## config.mk

```make
export PLATFORM = sky130hd
export DESIGN_NAME = tcp_option_walker
export DESIGN_NICKNAME = d
export VERILOG_FILES = /design/src/design/tow_pkg.sv /design/src/design/tcp_option_walker.sv /design/src/design/tow_step.sv
export SDC_FILE = /design/constraint.sdc
export NUM_CORES = 1
export LEC_CHECK = 0
export BUFFER_PORTS_ARGS = -buffer_cell sky130_fd_sc_hd__buf_2
export CAP_MARGIN = 20
export CORE_AREA = 5 5 93 95
export CTS_BUF_LIST = sky130_fd_sc_hd__clkbuf_8
export DETAILED_ROUTE_END_ITERATION = 6
export DIE_AREA = 0 0 98 100
export HOLD_SLACK_MARGIN = 0.12
export PLACE_DENSITY = 0.81
export RECOVER_POWER = 50
export SKIP_CTS_REPAIR_TIMING = 1
export SKIP_LAST_GASP = 1
export SLEW_MARGIN = 5
export SYNTH_ARGS = -nofsm -noshare
export SYNTH_HDL_FRONTEND = slang
export SYNTH_SLANG_ARGS = --single-unit
```

## constraint.sdc

```tcl
create_clock -name clk -period 4.33 [get_ports clk]
set_input_delay 0.433 -clock clk [delete_from_list [all_inputs] [get_ports clk]]
set_output_delay 0.433 -clock clk [all_outputs]
set_load 0.05 [all_outputs]
```

## src/design/tow_pkg.sv

```systemverilog
// Types, codes and the option kind table shared by the TCP option walker.
package tow_pkg;

    localparam logic [1:0] PH_KIND = 2'd0;
    localparam logic [1:0] PH_LEN  = 2'd1;
    localparam logic [1:0] PH_DATA = 2'd2;

    localparam logic [2:0] ST_OK      = 3'd0;
    localparam logic [2:0] ST_UNKNOWN = 3'd1;
    localparam logic [2:0] ST_NOLEN   = 3'd2;
    localparam logic [2:0] ST_SHORT   = 3'd3;
    localparam logic [2:0] ST_OVERRUN = 3'd4;
    localparam logic [2:0] ST_BADLEN  = 3'd5;

    localparam logic [7:0] KIND_EOL      = 8'd0;
    localparam logic [7:0] KIND_NOP      = 8'd1;
    localparam logic [7:0] KIND_MSS      = 8'd2;
    localparam logic [7:0] KIND_WSCALE   = 8'd3;
    localparam logic [7:0] KIND_SACK_OK  = 8'd4;
    localparam logic [7:0] KIND_SACK     = 8'd5;
    localparam logic [7:0] KIND_TSTAMP   = 8'd8;
    localparam logic [7:0] KIND_MD5      = 8'd19;
    localparam logic [7:0] KIND_FASTOPEN = 8'd34;
    localparam logic [7:0] KIND_EXPER    = 8'd254;

    localparam logic [7:0] LEN_MSS     = 8'd4;
    localparam logic [7:0] LEN_WSCALE  = 8'd3;
    localparam logic [7:0] LEN_SACK_OK = 8'd2;
    localparam logic [7:0] LEN_TSTAMP  = 8'd10;
    localparam logic [7:0] LEN_MIN     = 8'd2;
    localparam logic [7:0] LEN_SINGLE  = 8'd1;

    typedef struct packed {
        logic [1:0] phase;
        logic [7:0] current_kind;
        logic [7:0] fixed_length;
        logic [7:0] declared_length;
        logic [7:0] bytes_seen;
        logic [5:0] area_offset;
        logic [5:0] option_start;
        logic       error_latched;
        logic       mismatch_pending;
    } walk_state_t;

    localparam walk_state_t STATE_RESET = '{
        phase: PH_KIND, current_kind: 8'd0, fixed_length: 8'd0,
        declared_length: 8'd0, bytes_seen: 8'd0, area_offset: 6'd0,
        option_start: 6'd0, error_latched: 1'b0, mismatch_pending: 1'b0
    };

    typedef struct packed {
        logic [7:0] option_kind;
        logic [5:0] start_offset;
        logic [7:0] option_length;
        logic [2:0] status;
        logic       area_done;
    } walk_result_t;

    typedef struct packed {
        logic       known;
        logic [7:0] length;
    } kind_info_t;

    // Length 1 marks a single-byte kind and length 0 a variable-length kind.
    function automatic kind_info_t kind_lookup(input logic [7:0] kind);
        kind_info_t info;
        info = '{known: 1'b1, length: 8'd0};
        unique case (kind) inside
            KIND_EOL, KIND_NOP: info.length = LEN_SINGLE;
            KIND_MSS:           info.length = LEN_MSS;
            KIND_WSCALE:        info.length = LEN_WSCALE;
            KIND_SACK_OK:       info.length = LEN_SACK_OK;
            KIND_TSTAMP:        info.length = LEN_TSTAMP;
            KIND_SACK, KIND_MD5, KIND_FASTOPEN, KIND_EXPER:
                                info.length = 8'd0;
            default:            info.known  = 1'b0;
        endcase
        return info;
    endfunction

endpackage

```

## src/design/tcp_option_walker.sv

```systemverilog
// Top level of the TCP option walker: byte input register, walk state and result register.
//
//  Channel  Direction  Payload
//  s_axis   in         tdata: option_byte; tlast: last_byte
//  m_axis   out        tdata: option_kind, start_offset, option_length, status; tlast: area_done
//
// One byte is taken per clock unless a stalled result holds it back; a byte is held in the input
// register, and its result is then registered in the result register.
// The walk state and both valid flags clear on rst_n low, asynchronously.
// A stalled result holds the input register, which in turn drops s_axis_tready.
module tcp_option_walker
    import tow_pkg::*;
#(
    parameter int MAX_AREA_BYTES = 40
)
(
    input  logic        clk,
    input  logic        rst_n,
    input  logic        s_axis_tvalid,
    output logic        s_axis_tready,
    input  logic [7:0]  s_axis_tdata,   // [7:0] option_byte
    input  logic        s_axis_tlast,   // last_byte
    output logic        m_axis_tvalid,
    input  logic        m_axis_tready,
    output logic [31:0] m_axis_tdata,   // [7:0] kind, [13:8] start, [21:14] length, [24:22] status
    output logic        m_axis_tlast    // area_done
);

    logic         in_valid_reg;
    logic [7:0]   in_byte_reg;
    logic         in_last_reg;
    walk_state_t  state_reg;
    walk_state_t  state_next;
    logic         out_valid_reg;
    walk_result_t out_reg;
    walk_result_t result;
    logic         result_valid;
    logic         area_end;
    logic         advance;

    assign advance       = in_valid_reg && (!out_valid_reg || m_axis_tready);
    assign s_axis_tready = !in_valid_reg || advance;

    tow_step #(
        .MAX_AREA_BYTES (MAX_AREA_BYTES)
    ) u_step (
        .state        (state_reg),
        .option_byte  (in_byte_reg),
        .last_byte    (in_last_reg),
        .state_next   (state_next),
        .result_valid (result_valid),
        .result       (result),
        .area_end     (area_end)
    );

    always_ff @(posedge clk or negedge rst_n)
    begin
        if (!rst_n)
        begin
            in_valid_reg  <= 1'b0;
            out_valid_reg <= 1'b0;
            state_reg     <= STATE_RESET;
        end
        else
        begin
            if (s_axis_tready)
            begin
                in_valid_reg <= s_axis_tvalid;
            end
            if (advance)
            begin
                state_reg     <= state_next;
                out_valid_reg <= result_valid;
            end
            else if (m_axis_tready)
            begin
                out_valid_reg <= 1'b0;
            end
        end
    end

    always_ff @(posedge clk)
    begin
        if (s_axis_tready && s_axis_tvalid)
        begin
            in_byte_reg <= s_axis_tdata;
            in_last_reg <= s_axis_tlast;
        end
        if (advance && result_valid)
        begin
            out_reg <= result;
        end
    end

    assign m_axis_tvalid = out_valid_reg;
    assign m_axis_tdata  = {7'd0, out_reg.status, out_reg.option_length,
                            out_reg.start_offset, out_reg.option_kind};
    assign m_axis_tlast  = out_reg.area_done;

`ifndef SYNTHESIS
    a_error_ends_walk: assert property (@(posedge clk) disable iff (!rst_n)
        m_axis_tvalid && out_reg.status != ST_OK |-> m_axis_tlast)
        else $error("error result without area_done");

    a_offset_in_range: assert property (@(posedge clk) disable iff (!rst_n)
        state_reg.area_offset < 6'(MAX_AREA_BYTES))
        else $error("area offset beyond area size");

    a_restart_after_end: assert property (@(posedge clk) disable iff (!rst_n)
        advance && area_end |=> state_reg.area_offset == 6'd0 && !state_reg.error_latched)
        else $error("walk did not restart after area end");

    a_silent_after_error: assert property (@(posedge clk) disable iff (!rst_n)
        advance && state_reg.error_latched |-> !result_valid)
        else $error("result produced after an error");
`endif

endmodule

```

## src/design/tow_step.sv

```systemverilog
// Next-state and result logic for one byte of the TCP option area.
module tow_step
    import tow_pkg::*;
#(
    parameter int MAX_AREA_BYTES = 40
)
(
    input  walk_state_t  state,
    input  logic [7:0]   option_byte,
    input  logic         last_byte,
    output walk_state_t  state_next,
    output logic         result_valid,
    output walk_result_t result,
    output logic         area_end
);

    localparam logic [5:0] LAST_OFFSET = 6'(MAX_AREA_BYTES - 1);

    logic        last;
    logic        mismatch;
    logic [7:0]  seen;
    kind_info_t  info;

    assign last = last_byte || (state.area_offset >= LAST_OFFSET);
    assign area_end = last;

    always_comb
    begin
        state_next   = state;
        result_valid = 1'b0;
        result       = '0;
        mismatch     = state.fixed_length != 8'd0 && option_byte != state.fixed_length;
        seen         = state.bytes_seen + 8'd1;
        info         = kind_lookup(option_byte);
        if (!state.error_latched)
        begin
            unique case (state.phase)
                PH_LEN:
                begin
                    state_next.declared_length = option_byte;
                    state_next.bytes_seen      = LEN_MIN;
                    result = '{option_kind: state.current_kind,
                               start_offset: state.option_start,
                               option_length: option_byte,
                               status: ST_OK, area_done: 1'b1};
                    if (option_byte < LEN_MIN)
                    begin
                        result.status            = ST_SHORT;
                        result_valid             = 1'b1;
                        state_next.error_latched = 1'b1;
                    end
                    else
                    begin
                        state_next.mismatch_pending = mismatch;
                        if (option_byte == LEN_MIN)
                        begin
                            result.status            = mismatch ? ST_BADLEN : ST_OK;
                            result.area_done         = mismatch || last;
                            result_valid             = 1'b1;
                            state_next.error_latched = mismatch;
                            state_next.phase         = PH_KIND;
                        end
                        else if (last)
                        begin
                            result.status            = ST_OVERRUN;
                            result_valid             = 1'b1;
                            state_next.error_latched = 1'b1;
                        end
                        else
                        begin
                            state_next.phase = PH_DATA;
                        end
                    end
                end
                PH_DATA:
                begin
                    state_next.bytes_seen = seen;
                    result = '{option_kind: state.current_kind,
                               start_offset: state.option_start,
                               option_length: state.declared_length,
                               status: ST_OVERRUN, area_done: 1'b1};
                    if (seen >= state.declared_length)
                    begin
                        result.status            = state.mismatch_pending ? ST_BADLEN : ST_OK;
                        result.area_done         = state.mismatch_pending || last;
                        result_valid             = 1'b1;
                        state_next.error_latched = state.mismatch_pending;
                        state_next.phase         = PH_KIND;
                    end
                    else if (last)
                    begin
                        result_valid             = 1'b1;
                        state_next.error_latched = 1'b1;
                    end
                end
                default:
                begin
                    state_next.current_kind     = option_byte;
                    state_next.option_start     = state.area_offset;
                    state_next.mismatch_pending = 1'b0;
                    state_next.declared_length  = 8'd0;
                    state_next.bytes_seen       = 8'd1;
                    state_next.fixed_length     = info.length;
                    result = '{option_kind: option_byte,
                               start_offset: state.area_offset,
                               option_length: 8'd0,
                               status: ST_UNKNOWN, area_done: 1'b1};
                    if (!info.known)
                    begin
                        result_valid             = 1'b1;
                        state_next.error_latched = 1'b1;
                    end
                    else if (info.length == LEN_SINGLE)
                    begin
                        result.option_length = LEN_SINGLE;
                        result.status        = ST_OK;
                        result.area_done     = last;
                        result_valid         = 1'b1;
                    end
                    else if (last)
                    begin
                        result.status            = ST_NOLEN;
                        result_valid             = 1'b1;
                        state_next.error_latched = 1'b1;
                    end
                    else
                    begin
                        state_next.phase = PH_LEN;
                    end
                end
            endcase
        end
        if (last)
        begin
            state_next = STATE_RESET;
        end
        else
        begin
            state_next.area_offset = state.area_offset + 6'd1;
        end
    end

endmodule
```

==> summary.txt, run 1 <==
CTS
  – CTS tree: yes
  – H-tree depth: 3
  – Clk sinks: 81
  – Maximum root-to-sink buffer count: 2
  – Clock Latency Late Sink: 0.35 ns
  – Num CTS Buffers: 9
  – CTS root buffer: clkbuf_8
  – Clock slew at reported path FFs: 0.08 ns

Outcome
  – Outcome: completed

Routing
  – Met1 WL: 3.86 mm
  – Pre-antenna DRT Iters: 5
  – Via Count: 3146
  – DRT Wirelength: 8.86 mm
  – DR vias/cell: 5.92
  – Avg WL per Cell: 16.7 µm
  – Routed wl met2: 4.27 mm
  – WL met3: 457 µm
  – Antenna Violating Nets Remaining: 0
  – 1st-iter DRT viols: 316
  – # DRC: 0
  – Max Used Layer: met4

Pwr
  – PnR Total Power: 0.00298 W
  – Switching share of power: 0.434
  – Peak supply drop: 245 µV
  – Power per cell area: 661 nW/µm²
  – Clk pwr share: 0.201
  – Leakage power: 1.84 nW
  – Flop pwr share: 0.399
  – Pint: 0.00169 W
  – Comb power frac: 0.400
  – NetSw: 0.00129 W

Hold path
  – Type of the worst min-delay path: input port to flip-flop

Critical path
  – R2r startpoint: state_reg[14]$_DFFE_PN0P_
  – Critical-path cell list: ha_1 > nand3_1 > nor2_1 > xor2_1 > ha_1 > a211o_1 > nor2_1 > o21ai_0 > a21oi_1 > o211a_1 > nor2_2 > buf_4
  – Setup crit end kind: flip-flop
  – Critical path buffers and inverters: 1
  – Worst EP arrival: 3.04 ns
  – Reg-to-Reg End: m_axis_tdata[2]$_SDFFCE_PP0P_
  – Worst Setup Start Kind: flip-flop
  – Slowest stage delay, CP: 0.48 ns
  – Crit path depth: 12
  – Crit path kind: flip-flop to flip-flop
  – R2R Setup Slk: 1.36 ns
  – CP max FO: 26
  – Slowest stage cell, crit path: dfrtp_1
  – Critical Path Sink: m_axis_tdata[2]$_SDFFCE_PP0P_
  – Worst path required time: 4.41 ns
  – Crit path max-delay family: compound AO/OA/AOI/OAI gates
  – Crit. Startpoint: state_reg[14]$_DFFE_PN0P_
  – Reg2reg path depth: 12

Timing
  – # setup viols final: 0
  – RSZ-0062 raised after global routing: false
  – Worst slew pin tran: 1.27 ns
  – Hold Violations, Final: 0
  – Setup TNS: 0 ns
  – Max transition margin: 0.154
  – Fin. max-slew vios: 0
  – Final Cycle Share: 0.685
  – Min Tclk post-route: 2.97 ns
  – Fmax: 0.337 GHz
  – Clk_skew: 0.00992 ns

Synthesis
  – Post-synth top area share: 0.282
  – Mean post-synth cell area: 10.4 µm²
  – YS warnings: 0
  – Yosys top cell by area: dfrtp_1
  – Flops & latches, synth: 81
  – Distinct cells, synth: 52
  – Post-synth EDFFs: 35
  – Top post-synthesis cells by area: dfrtp_1, edfxtp_1, a22oi_1
  – Register area share after synthesis: 0.540
  – Async SR Flop Fraction: 0.568
  – Main flop type after synthesis: dfrtp_1
  – Cell count after synthesis: 393
  – Post-Syn Area: 4080 µm²

Floorplan
  – Die Wd: 98 µm
  – Initial core utilization: 0.533
  – Row count: 32
  – Core ar.: 7650 µm²
  – Die footprint: 9800 µm²
  – Io pins: 48
  – Die Y: 100 µm

GRT
  – First-pass GRT wire length: 15.0 mm
  – Initial antenna violation count: 0
  – Grt ovf: 0
  – Largest net degree at the start of global routing: 47
  – Total global-route track usage: 0.191
  – Vias in the first global route: 3054

Final layout
  – Share of cells above drive strength 1: 0.0932
  – Fill cells: 693
  – Syn-to-layout area delta: 10.4%
  – Number of diodes: 0
  – Final instance area: 4500 µm²
  – Max reg flops: 44
  – Layout Nets: 449

Place
  – IO Port Bufs: 40
  – Placed Instance Area: 4310 µm²
  – Placer Congestion: 0.914
  – Final HPWL DP: 6.04 mm

Job
  – Max-Cap Viols: 0
routing by layer:
metal | vias to the layer above | global-route usage
li1 | 1499 | -
met1 | 1523 | 0.240
met2 | 103 | 0.316
met3 | 21 | 0.0403
met4 | 0 | 0.0916
met5 | - | 0
cell type report:
class	instances	area [µm²]	area share
clock inverters	6	82.6	0.0183
inverters	13	48.8	0.0108
multi-input cells	273	1700	0.377
clock buffers	10	138	0.0306
repair buffers	46	208	0.0461
flip-flops and latches	81	2200	0.489
well taps	102	128	0.0283
placed cells by master (no fill, tap or decap), drive strengths merged, types with 3 or more instances in the layout:
cell type,count
conb,7
a22oi,21
edfxtp,35
a32o,4
clkbuf,41
nand2b,8
ha,12
o21a,3
nor3,5
a22o,13
o21ai,28
a21oi,17
a211o,4
o31ai,5
xnor2,3
dfrtp,46
nor4,6
nor2,34
inv,14
and2,5
nand2,33
clkinv,3
nand3b,3
buf,14
nand3,27
xor2,7
logic make-up (layout without fill, tap and decap cells):
logic type      Yosys count  count (layout)  share of synthesized area
fa+ha+maj                12              12                     0.0368
flops                    81              81                      0.540
buf+inv                  45              75                     0.0500
other cells               1               7                   0.000919
simple gates            133             133                      0.165
compound gates          111             111                      0.186
xor+xnor                 10              10                     0.0215
power by group through the flow:
stage | Sequential [W] | Clock, W | Combinational [W]
finish | 0.00119 | 0.000598 | 0.00119
global route | 0.00122 | 0.000641 | 0.00130
CTS | 0.00118 | 0.000609 | 0.00121
detailed placement | 0.00120 | 0 | 0.00120
global placement | 0.00119 | 0 | 0.00117
floorplan | 0.00142 | 0 | 0.000690
Yosys cell counts, types with 2 or more instances:
cell      count
nor4b_1       2
a21o_1        2
a31oi_1       2
o21ai_1       2
o21bai_1      2
nand3_1      27
or2_2         2
xor2_1        7
nor4_1        4
edfxtp_1     35
o31ai_1       5
nand2b_1      7
a22oi_1      21
o21a_1        3
a22o_1       13
nor2_1       34
nand2_1      33
a211oi_1      2
nand4_1       2
clkbuf_1     22
and2_1        5
ha_1         12
dfrtp_1      46
xnor2_1       3
buf_4         7
nand3b_1      3
a211o_1       4
nor3_1        4
o21ai_0      26
a21oi_1      17
nor4_2        2
a221oi_1      2
a32o_1        4
inv_1        13
stage by stage:
step / cells / worst slack (ns) / util / hold slack, ns
2_1_floorplan: 399 / 0.947 / - / 0.137
3_3_place_gp: 512 / 1.55 / 0.562 / 0.449
3_5_place_dp: 513 / 1.43 / 0.564 / 0.457
4_1_cts: 529 / 1.40 / 0.592 / 0.237
5_1_grt: 531 / 1.14 / 0.589 / 0.233
6_report: 531 / 1.36 / 0.589 / 0.248
worst min-delay path by stage:
stage | start | end | cells past startpoint
after global placement | state_reg[5]$_DFFE_PN0P_ | state_reg[5]$_DFFE_PN0P_ | 2
after detailed placement | state_reg[5]$_DFFE_PN0P_ | state_reg[5]$_DFFE_PN0P_ | 2
final | s_axis_tdata[6] | in_byte_reg[6]$_DFFE_PP_ | 1
after global routing | s_axis_tdata[1] | in_byte_reg[1]$_DFFE_PP_ | 1
after CTS | s_axis_tdata[1] | in_byte_reg[1]$_DFFE_PP_ | 1
after floorplan | rst_n | in_valid_reg$_DFFE_PN0N_ | 0
No activity file was read; power rests on OpenSTA's default activity.
==> run 2, diff against run 1 <==
--- a/config.mk
+++ b/config.mk
@@ -12,7 +12,7 @@
 export DETAILED_ROUTE_END_ITERATION = 6
 export DIE_AREA = 0 0 98 100
 export HOLD_SLACK_MARGIN = 0.12
-export PLACE_DENSITY = 0.81
+export PLACE_DENSITY = 0.84
 export RECOVER_POWER = 50
 export SKIP_CTS_REPAIR_TIMING = 1
 export SKIP_LAST_GASP = 1
==> constraint.sdc (replaced) <==
create_clock -name clk -period 2.4 [get_ports clk]
set_input_delay 0.24 -clock clk [delete_from_list [all_inputs] [get_ports clk]]
set_output_delay 0.24 -clock clk [all_outputs]
set_load 0.05 [all_outputs]
==> run 2 against run 1 <==
Against the previous run: the flow now finishes with violations (setup timing); clock skew grew 0.0036 ns; wire length rose by 16%; sequential power up 75%; flip-flop and latch count unchanged; core utilization is 7.2 points higher; critical path type unchanged.
==> summary.txt, run 2 (synthesis gave the netlist of run 1 again) <==
Floorplan
  – Io pins: 48 (unchanged)
  – Row count: 32 (unchanged)
  – Initial core utilization: 0.533 (unchanged)
  – Core ar.: 7650 µm² (unchanged)
  – Die footprint: 9800 µm² (unchanged)
  – Die Wd: 98 µm (unchanged)
  – Die Y: 100 µm (unchanged)

Critical path
  – Crit path kind: flip-flop to flip-flop
  – Crit path max-delay family: compound AO/OA/AOI/OAI gates
  – CP max FO: 18 (-31%)
  – Critical-path cell list: ha_4 > nand3_2 > nor2_4 > xor2_2 > ha_1 > a211o_1 > nor2_2 > o21ai_2 > a21oi_2 > o211a_1 > nor2_4 > buf_12
  – Worst path most repeated cell: nor2_4
  – Worst EP arrival: 2.69 ns (-0.35 ns)
  – Worst Setup Start Kind: flip-flop
  – Reg2reg path depth: 12 (unchanged)
  – Slowest stage cell, crit path: dfrtp_2
  – Setup crit end kind: flip-flop
  – Crit path depth: 12 (unchanged)
  – Worst path required time: 2.51 ns (-1.90 ns)
  – Critical path buffers and inverters: 1 (unchanged)
  – Slowest stage delay, CP: 0.43 ns (-0.05 ns)

Hold path
  – Type of the worst min-delay path: input port to flip-flop
  – Hold Path Cell Cnt: 3 (+2)

Timing
  – Fin. max-slew vios: 0 (unchanged)
  – Hold Violations, Final: 0 (unchanged)
  – Max transition margin: 0.420 (+0.266)
  – Worst slew pin tran: 0.867 ns (-0.402 ns)
  – Final Cycle Share: 1.07 (+0.387)
  – Clk_skew: 0.0135 ns (+0.00358 ns)
  – Setup WS post-layout: -0.173 ns (-1.54 ns)
  – Min Tclk post-route: 2.57 ns (-0.392 ns)
  – RSZ-0062 raised after global routing: true
  – Fmax: 0.389 GHz (+15%)
  – # setup viols final: 32 (+32)

Final layout
  – Layout Nets: 501 (+12%)
  – Fin util: 0.661 (+0.0717)
  – Final instance area: 5050 µm² (+12%)
  – Number of diodes: 0 (unchanged)
  – FF+latch area: 2210 µm² (+0.17%)
  – Max reg flops: 44 (unchanged)
  – Syn-to-layout area delta: 23.9%
  – Multi-input logic area: 1820 µm² (+7.4%)
  – Fill cells: 581 (-16%)
  – Share of cells above drive strength 1: 0.239 (+0.146)
  – Final std cells w/o fill: 583 (+9.8%)
  – Most frequent cells in the layout: dfrtp_1, buf_4, edfxtp_1

Outcome
  – Failing checks: setup timing
  – Outcome: finished with violations

Place
  – Placer Congestion: 0.902 (-1.3%)
  – Placed Instance Area: 4650 µm² (+7.9%)
  – Post-Place Cells: 554 (+8.0%)
  – DP Worst Slack: -0.267 ns (-1.69 ns)
  – Final HPWL DP: 7.13 mm (+18%)
  – IO Port Bufs: 40 (unchanged)

Routing
  – Via Count: 3450 (+9.7%)
  – Avg WL per Cell: 17.6 µm (+5.4%)
  – Pre-antenna DRT Iters: 5 (unchanged)
  – DRT Wirelength: 10.2 mm (+16%)
  – DR vias/cell: 5.92 (-0.12%)
  – 1st-iter DRT viols: 267 (-16%)
  – Antenna Violating Nets Remaining: 0 (unchanged)
  – # DRC: 0 (unchanged)

CTS
  – H-tree depth: 3 (unchanged)
  – Clock Latency Late Sink: 0.36 ns (about the same)
  – CTS root buffer: clkbuf_8
  – Clock slew at reported path FFs: 0.08 ns (about the same)
  – Num CTS Buffers: 9 (unchanged)
  – Clk sinks: 81 (unchanged)
  – CTS tree: yes
  – Maximum root-to-sink buffer count: 2 (unchanged)

GRT
  – Grt ovf: 0 (unchanged)
  – First-pass GRT wire length: 16.3 mm (+9.0%)
  – Total global-route track usage: 0.207 (+0.0161)
  – Vias in the first global route: 3408 (+12%)
  – Largest net degree at the start of global routing: 34 (-28%)
  – Initial antenna violation count: 0 (unchanged)

Pwr
  – Leakage power: 2.13 nW (+16%)
  – Peak supply drop: 806 µV (+230%)
  – Power per cell area: 1160 nW/µm² (+75%)
  – PnR Total Power: 0.00586 W (+97%)

Job
  – Max-Cap Viols: 0 (unchanged)
## run 2: cell types whose count changed in the layout (fill, tap and decap cells not counted), sizes merged
cell,before,now
buf,14,68
bufinv,2,1
inv,14,15
clkinvlp,0,1
clkbuf,41,28
dlygate4sd3,1,11
## run 2: power by group
part,total [W],internal (W),leakage [nW],switching (W)
Sequential,0.00208,0.00187,0.956,0.000215
Combinational,0.00283,0.000968,1.07,0.00186
Clock,0.000950,0.000471,0.102,0.000479
## run 2: per-layer routing
metal  GRT usage  share of wire  wire length [µm]  up-vias
met5           0              0                 0        -
met4      0.0948          0.024               249        0
met3      0.0507          0.073               753       18
met2       0.340           0.49              5070      161
met1       0.260           0.41              4180     1674
li1            -              -                 -     1597
## run 2: worst reg2reg max path, cell delays in order, from the launching register on
cell and delay [ns]:
dfrtp_2 0.43, ha_4 0.17, nand3_2 0.11, nor2_4 0.12, xor2_2 0.17, ha_1 0.27, a211o_1 0.29, nor2_2 0.12
o21ai_2 0.09, a21oi_2 0.15, o211a_1 0.21, nor2_4 0.06, buf_12 0.15
## run 2: path summary, 6_finish.rpt
check	start	endpoint	slack (ns)
min reg2reg	state_reg[5]$_DFFE_PN0P_	state_reg[5]$_DFFE_PN0P_	0.48
min	m_axis_tready	in_valid_reg$_DFFE_PN0N_	0.19
max reg2reg	state_reg[14]$_DFFE_PN0P_	m_axis_tdata[13]$_SDFFCE_PP0P_	-0.17
max	state_reg[14]$_DFFE_PN0P_	m_axis_tdata[13]$_SDFFCE_PP0P_	-0.17
max in group asynchronous	rst_n	state_reg[45]$_DFFE_PN0P_	0.61
min in group asynchronous	rst_n	state_reg[25]$_DFFE_PN0P_	0.49
## run 2: through the flow
stage,TNS [ns],hold WS [ns]
floorplan,-4.63,-0.0556
global placement,-3.25,0.160
detailed placement,-7.61,0.161
CTS,-8.51,-0.225
global route,-8.17,0.217
finish,-4.72,0.191
## run 2: area by class of cell
type | count | share of cell area
tap | 102 | 0.0253
timing repair buffer | 98 | 0.130
multi-input combinational | 273 | 0.361
inverter | 13 | 0.00966
clock inverter | 7 | 0.0126
clock buffer | 9 | 0.0245
sequential | 81 | 0.437
